--- src/design/sbct_pkg.sv ---
// shared types and codes for the sorted box collision table
// no dependencies; imported by the core, the compare unit and the checker
`default_nettype none

package sbct_pkg;

  localparam int DEF_TABLE_DEPTH = 64;

  localparam logic FUNC_INSERT = 1'b0;
  localparam logic FUNC_QUERY  = 1'b1;

  localparam logic [2:0] STAT_INSERTED  = 3'd0;
  localparam logic [2:0] STAT_DUPLICATE = 3'd1;
  localparam logic [2:0] STAT_FULL      = 3'd2;
  localparam logic [2:0] STAT_HIT       = 3'd3;
  localparam logic [2:0] STAT_NO_HIT    = 3'd4;

  // one stored box
  typedef struct packed {
    logic signed [31:0] x;
    logic signed [31:0] y;
    logic [30:0]        w;
    logic [30:0]        h;
    logic [7:0]         typ;
    logic [15:0]        id;
  } entry_t;

  // request box with its right and bottom edges precomputed
  typedef struct packed {
    logic signed [31:0] x;
    logic signed [31:0] y;
    logic signed [32:0] xr;
    logic signed [32:0] yb;
    logic [7:0]         typ;
    logic [15:0]        id;
  } probe_t;

  typedef struct packed {
    logic id_eq;
    logic type_eq;
    logic x_le;
    logic past_right;
    logic overlap;
  } cmp_flags_t;

  typedef enum logic [1:0] {
    ST_IDLE,
    ST_INS_SCAN,
    ST_INS_SHIFT,
    ST_QRY_SCAN
  } state_t;

endpackage

`default_nettype wire

--- src/design/sbct_cmp.sv ---
// compare unit shared by insert and query scans
// depends on sbct_pkg
`default_nettype none

module sbct_cmp
  import sbct_pkg::*;
(
  input  wire entry_t  entry,
  input  wire probe_t  probe,
  output cmp_flags_t   flags
);

  logic signed [32:0] e_left;
  logic signed [32:0] e_right;
  logic signed [32:0] e_bottom;

  // exact 33 bit edges, no wrap
  assign e_left   = $signed(33'(entry.x));
  assign e_right  = $signed(33'(entry.x)) + $signed({2'b00, entry.w});
  assign e_bottom = $signed(33'(entry.y)) + $signed({2'b00, entry.h});

  assign flags.id_eq      = (entry.id == probe.id);
  assign flags.type_eq    = (entry.typ == probe.typ);
  assign flags.x_le       = (entry.x <= probe.x);
  assign flags.past_right = (e_left > probe.xr);
  assign flags.overlap    = ($signed(33'(probe.x)) < e_right) && (e_left < probe.xr) &&
                            ($signed(33'(probe.y)) < e_bottom) &&
                            ($signed(33'(entry.y)) < probe.yb);

endmodule

`default_nettype wire

--- config.mk ---
export PLATFORM = sky130hd
export DESIGN_NAME = sbct_cmp
export DESIGN_NICKNAME = d
export VERILOG_FILES = /design/src/design/sbct_pkg.sv /design/src/design/sbct_cmp.sv
export SDC_FILE = /design/constraint.sdc
export NUM_CORES = 1
export LEC_CHECK = 0
export BUFFER_PORTS_ARGS = -buffer_cell sky130_fd_sc_hd__buf_2
export CAP_MARGIN = 0
export CORE_MARGIN = 5
export CORE_UTILIZATION = 51
export DETAILED_ROUTE_END_ITERATION = 7
export PLACE_DENSITY_LB_ADDON = 0.1
export SYNTH_ARGS = -nofsm -noshare
export SYNTH_HDL_FRONTEND = slang
export SYNTH_SLANG_ARGS = --single-unit
--- constraint.sdc ---
create_clock -name vclk -period 5
set_input_delay 0.5 -clock vclk [all_inputs]
set_output_delay 0.5 -clock vclk [all_outputs]
set_load 0.01 [all_outputs]
# Word-level counts from Yosys, hierarchy flattened
# Cells that the tools add are included.
# op_classes
n_addsub,2
n_mul,0
n_div,0
order_cmp,6
n_eq_ne,2
shift,0
mux,0
bitwise,0
n_reduce_logical,3
# ops
op,n
$lt A32 B33 Y1,4
$add A32 B32 Y33,2
$gt A32 B33 Y1,1
$le A32 B32 Y1,1
$eq A16 B16 Y1,1
$eq A8 B8 Y1,1
$logic_and A1 B1 Y1,3
# totals
register_bits,0
latch_bits,0
ramBits,0
rom_bits,0
inputBits,304
output_inout_bits,5
mem_count,0

# Longest topological paths before layout
# logic_depth
depth_word,5
mapped_depth,19
depth_no_buf,19

# Worst setup path before layout
# OpenSTA, ideal clock, no wires.
# synth_path
path_kind,input port to output port
from,input port entry[24] in the netlist's numbering
to,output port flags[0] in the netlist's numbering
arrival_time_ps,4398
path_slack_ps,102
cell_stages,19
cell_sequence,ha_1 -> fa_1 -> a211oi_2 -> o21bai_1 -> a211oi_2 -> o21ai_2 -> o41ai_4 -> o311ai_1 -> a21oi_2 -> xnor2_1 -> ha_1 -> nand4_1 -> nor2_1 -> a221o_1 -> a211o_1 -> a211oi_1 -> xnor2_1 -> o211ai_1 -> a211oi_1
# synth_rtl
element,line_no,text
"start, declared",sbct_cmp.sv:8,"input wire entry_t entry,"
"end, declared",sbct_cmp.sv:10,output cmp_flags_t flags

==> impl_metrics.json <==
{
  "p_sw_share_pct": 50.81,
  "max-vdd-ir-drop_mv": 0.05387,
  "synth_seq_area_share_pct": 0,
  "grt_first_pass_wirelength_um": 36510,
  "period_minus_slack_ps": 5028,
  "grt_pass1_vias": 8371,
  "worstHoldStart": "entry[23]",
  "drtIter0Drc": 297,
  "detail-route-antenna-nets": 0,
  "status": "finished with violations",
  "path_max_fanout": 3,
  "hold_path.class": "primary input to output port",
  "die-area_um2": 16680,
  "worstSetupStartpoint": "entry[86]",
  "wl_per_cell_um": 14.71,
  "max_stage_delay_ps": 360,
  "place_ws_ps": -409.9,
  "total_power_mw": 1.145,
  "core_um2": 13880,
  "tightest_slew_ps": 646.9,
  "drc": 0,
  "p_int_mw": 0.5632,
  "grt_antenna_before_repair": 7,
  "yosys-top-cells-count": "223 x ha_1, 128 x inv_1, 112 x a21oi_1, 63 x nand2_1, 58 x o21ai_0",
  "multi_input_area_um2": 6794,
  "ctsHoldBuffers": 0,
  "synth_area_leaders": "ha_1 39%, a21oi_1 7.7%, inv_1 6.6%, xnor2_1 6.0%, a21o_1 4.5%",
  "crit_top_cell": "a211oi_2",
  "worstSetupPathType": "primary input to output port",
  "critPathRequiredTime_ps": 4500,
  "vias_per_cell": 5.443,
  "place_congestion": 0.9742,
  "violations": "negative setup slack",
  "post_cts.repair.setup_buffers": 0,
  "drive_above_1_share_pct": 30.30,
  "dr_total_vias": 8437,
  "drt-total-wl_um": 22810,
  "period_share_pct": 100.6,
  "synth_fp_nets": 1508,
  "start_util_pct": 52.17,
  "io_pins": 309,
  "syn_area_um2": 7242,
  "rsz0062_at_grt": "yes",
  "overflow": 0,
  "yosys.area.top_type": "ha_1",
  "die_y_um": 129.2,
  "die_w_um": 129.2,
  "cap_viol_max_count": 0,
  "ys_types": 67,
  "p_sw_mw": 0.5819,
  "yosysWarningCount": 0,
  "setup_viol": 1,
  "row_count": 43,
  "yosysMostFrequentCell": "ha_1",
  "critPathLaunchType": "primary input",
  "hpwl_um": 21170,
  "portBuffers": 309,
  "synthCells": 979,
  "synth.avg_cell_area_um2": 7.397,
  "p_leak_nw": 5.480,
  "fill_cells": 1269,
  "p_per_area_nw_per_um2": 118.3,
  "final_nets": 1894,
  "fmax_mhz": 198.9,
  "p_comb_share_pct": 100.0,
  "critPathSlowestCell": "fa_2",
  "arrival_ps": 4530,
  "layout_setup_ws_ps": -28.05,
  "grt_max_degree": 11,
  "p_seq_share_pct": 0,
  "pwr-share-clk_pct": 0,
  "grt.total_usage_pct": 26.05,
  "regArea_um2": 0,
  "slew_viol_final": 0,
  "clock_buffers": 0,
  "crit_path_end_kind": "output port",
  "crit_path_cell_trace": "buf_6, ha_4, fa_2, a211oi_2, o21bai_1, a211oi_2, o21ai_2, o41ai_4, buf_4, o21bai_1, a21oi_1, xor2_1, ha_1, nand4_1, nor2_1, a221o_1, a211o_1, a211oi_2, xnor2_1, o211ai_1, a211oi_1, buf_2",
  "yosysTopAreaCellShare_pct": 38.53,
  "area_growth_pct": 33.62,
  "relSlewSlack_pct": 56.47,
  "hold_violations": 0,
  "first_pass_iters": 5,
  "seq_cells": 0
}
## worst paths after layout
| kind | end | slack [ps] | cells after the start |
|---|---|---|---|
| max | flags[0] | -30 | 22 |
| min | flags[3] | 1370 | 5 |
## final cells by class
cell class / instances / area share (%)
diodes: 7 / 0.1810
multi-input cells: 846 / 70.21
well taps: 180 / 2.327
repair buffers: 389 / 22.32
inverters: 128 / 4.965
## cells in the final DEF (no fill, tap or decap), types with 5 or more instances in the layout
master	count
o21ai_1	5
nor4_1	6
nand4_1	35
a211oi_1	13
o211ai_1	11
o31ai_1	7
a21o_1	43
a21oi_1	111
diode_2	7
a2111oi_0	5
o21ai_0	56
nand2b_1	8
inv_1	128
nor2_1	40
xnor2_1	50
a211oi_2	5
nor3_1	11
o21bai_1	8
nor2b_1	9
nand3_1	27
o21a_1	7
nand2_1	63
ha_1	222
xor2_1	28
buf_2	307
buf_4	80
or3_1	7
## through the flow
step                      hold slack (ps)  utilization [%]  TNS, ps  area [µm²]  instances
after detailed placement             1361            69.12   -409.9        9594       1543
final                                1366            69.71   -28.05        9677       1550
after floorplan                      1152                -        0        7242        979
after global placement               1357            69.12   -333.6        9594       1543
after CTS                            1361            69.48   -41.52        9644       1543
after global routing                 1377            69.62   -323.2        9664       1545
## worst max-delay path, delay by kind of cell
family / cells / cell delay, ps
compound gates: 12 / 2310
fa+ha+maj: 3 / 770
buf+inv: 3 / 460
xor+xnor: 2 / 330
simple gates: 2 / 170
## timing repair
action | CTS | global route
pin swaps | 5 | 0
setup endpoints to repair | 1 | 1
resized for setup | 10 | 4
## routing by layer
metal	track usage, %	part of all wire, %
met1	30.79	40
met2	49.05	50
met3	4.040	6.7
met4	6.053	2.9
met5	0	0.20
## power groups by stage
stage | clock network (mW) | logic [mW] | registers, mW
3_5_place_dp | 0 | 1.13 | 0
2_1_floorplan | 0 | 0.716 | 0
5_1_grt | 0.0000000535 | 1.30 | 0
3_3_place_gp | 0 | 1.11 | 0
6_report | 0.000000188 | 1.15 | 0
4_1_cts | 0 | 1.14 | 0
## kinds of logic (layout without fill, tap and decap cells)
family / Yosys count / after routing / share of synthesized area, %
buffers and inverters: 133 / 517 / 6.911
other: 0 / 7 / 0
and+or+nand+nor: 227 / 227 / 15.74
muxes: 4 / 4 / 0.5702
xor gates and xnor gates: 78 / 78 / 9.433
adders and majority gates: 225 / 225 / 39.08
AOI/OAI and AO/OA: 312 / 312 / 28.27
(Power assumes the default switching activity.)
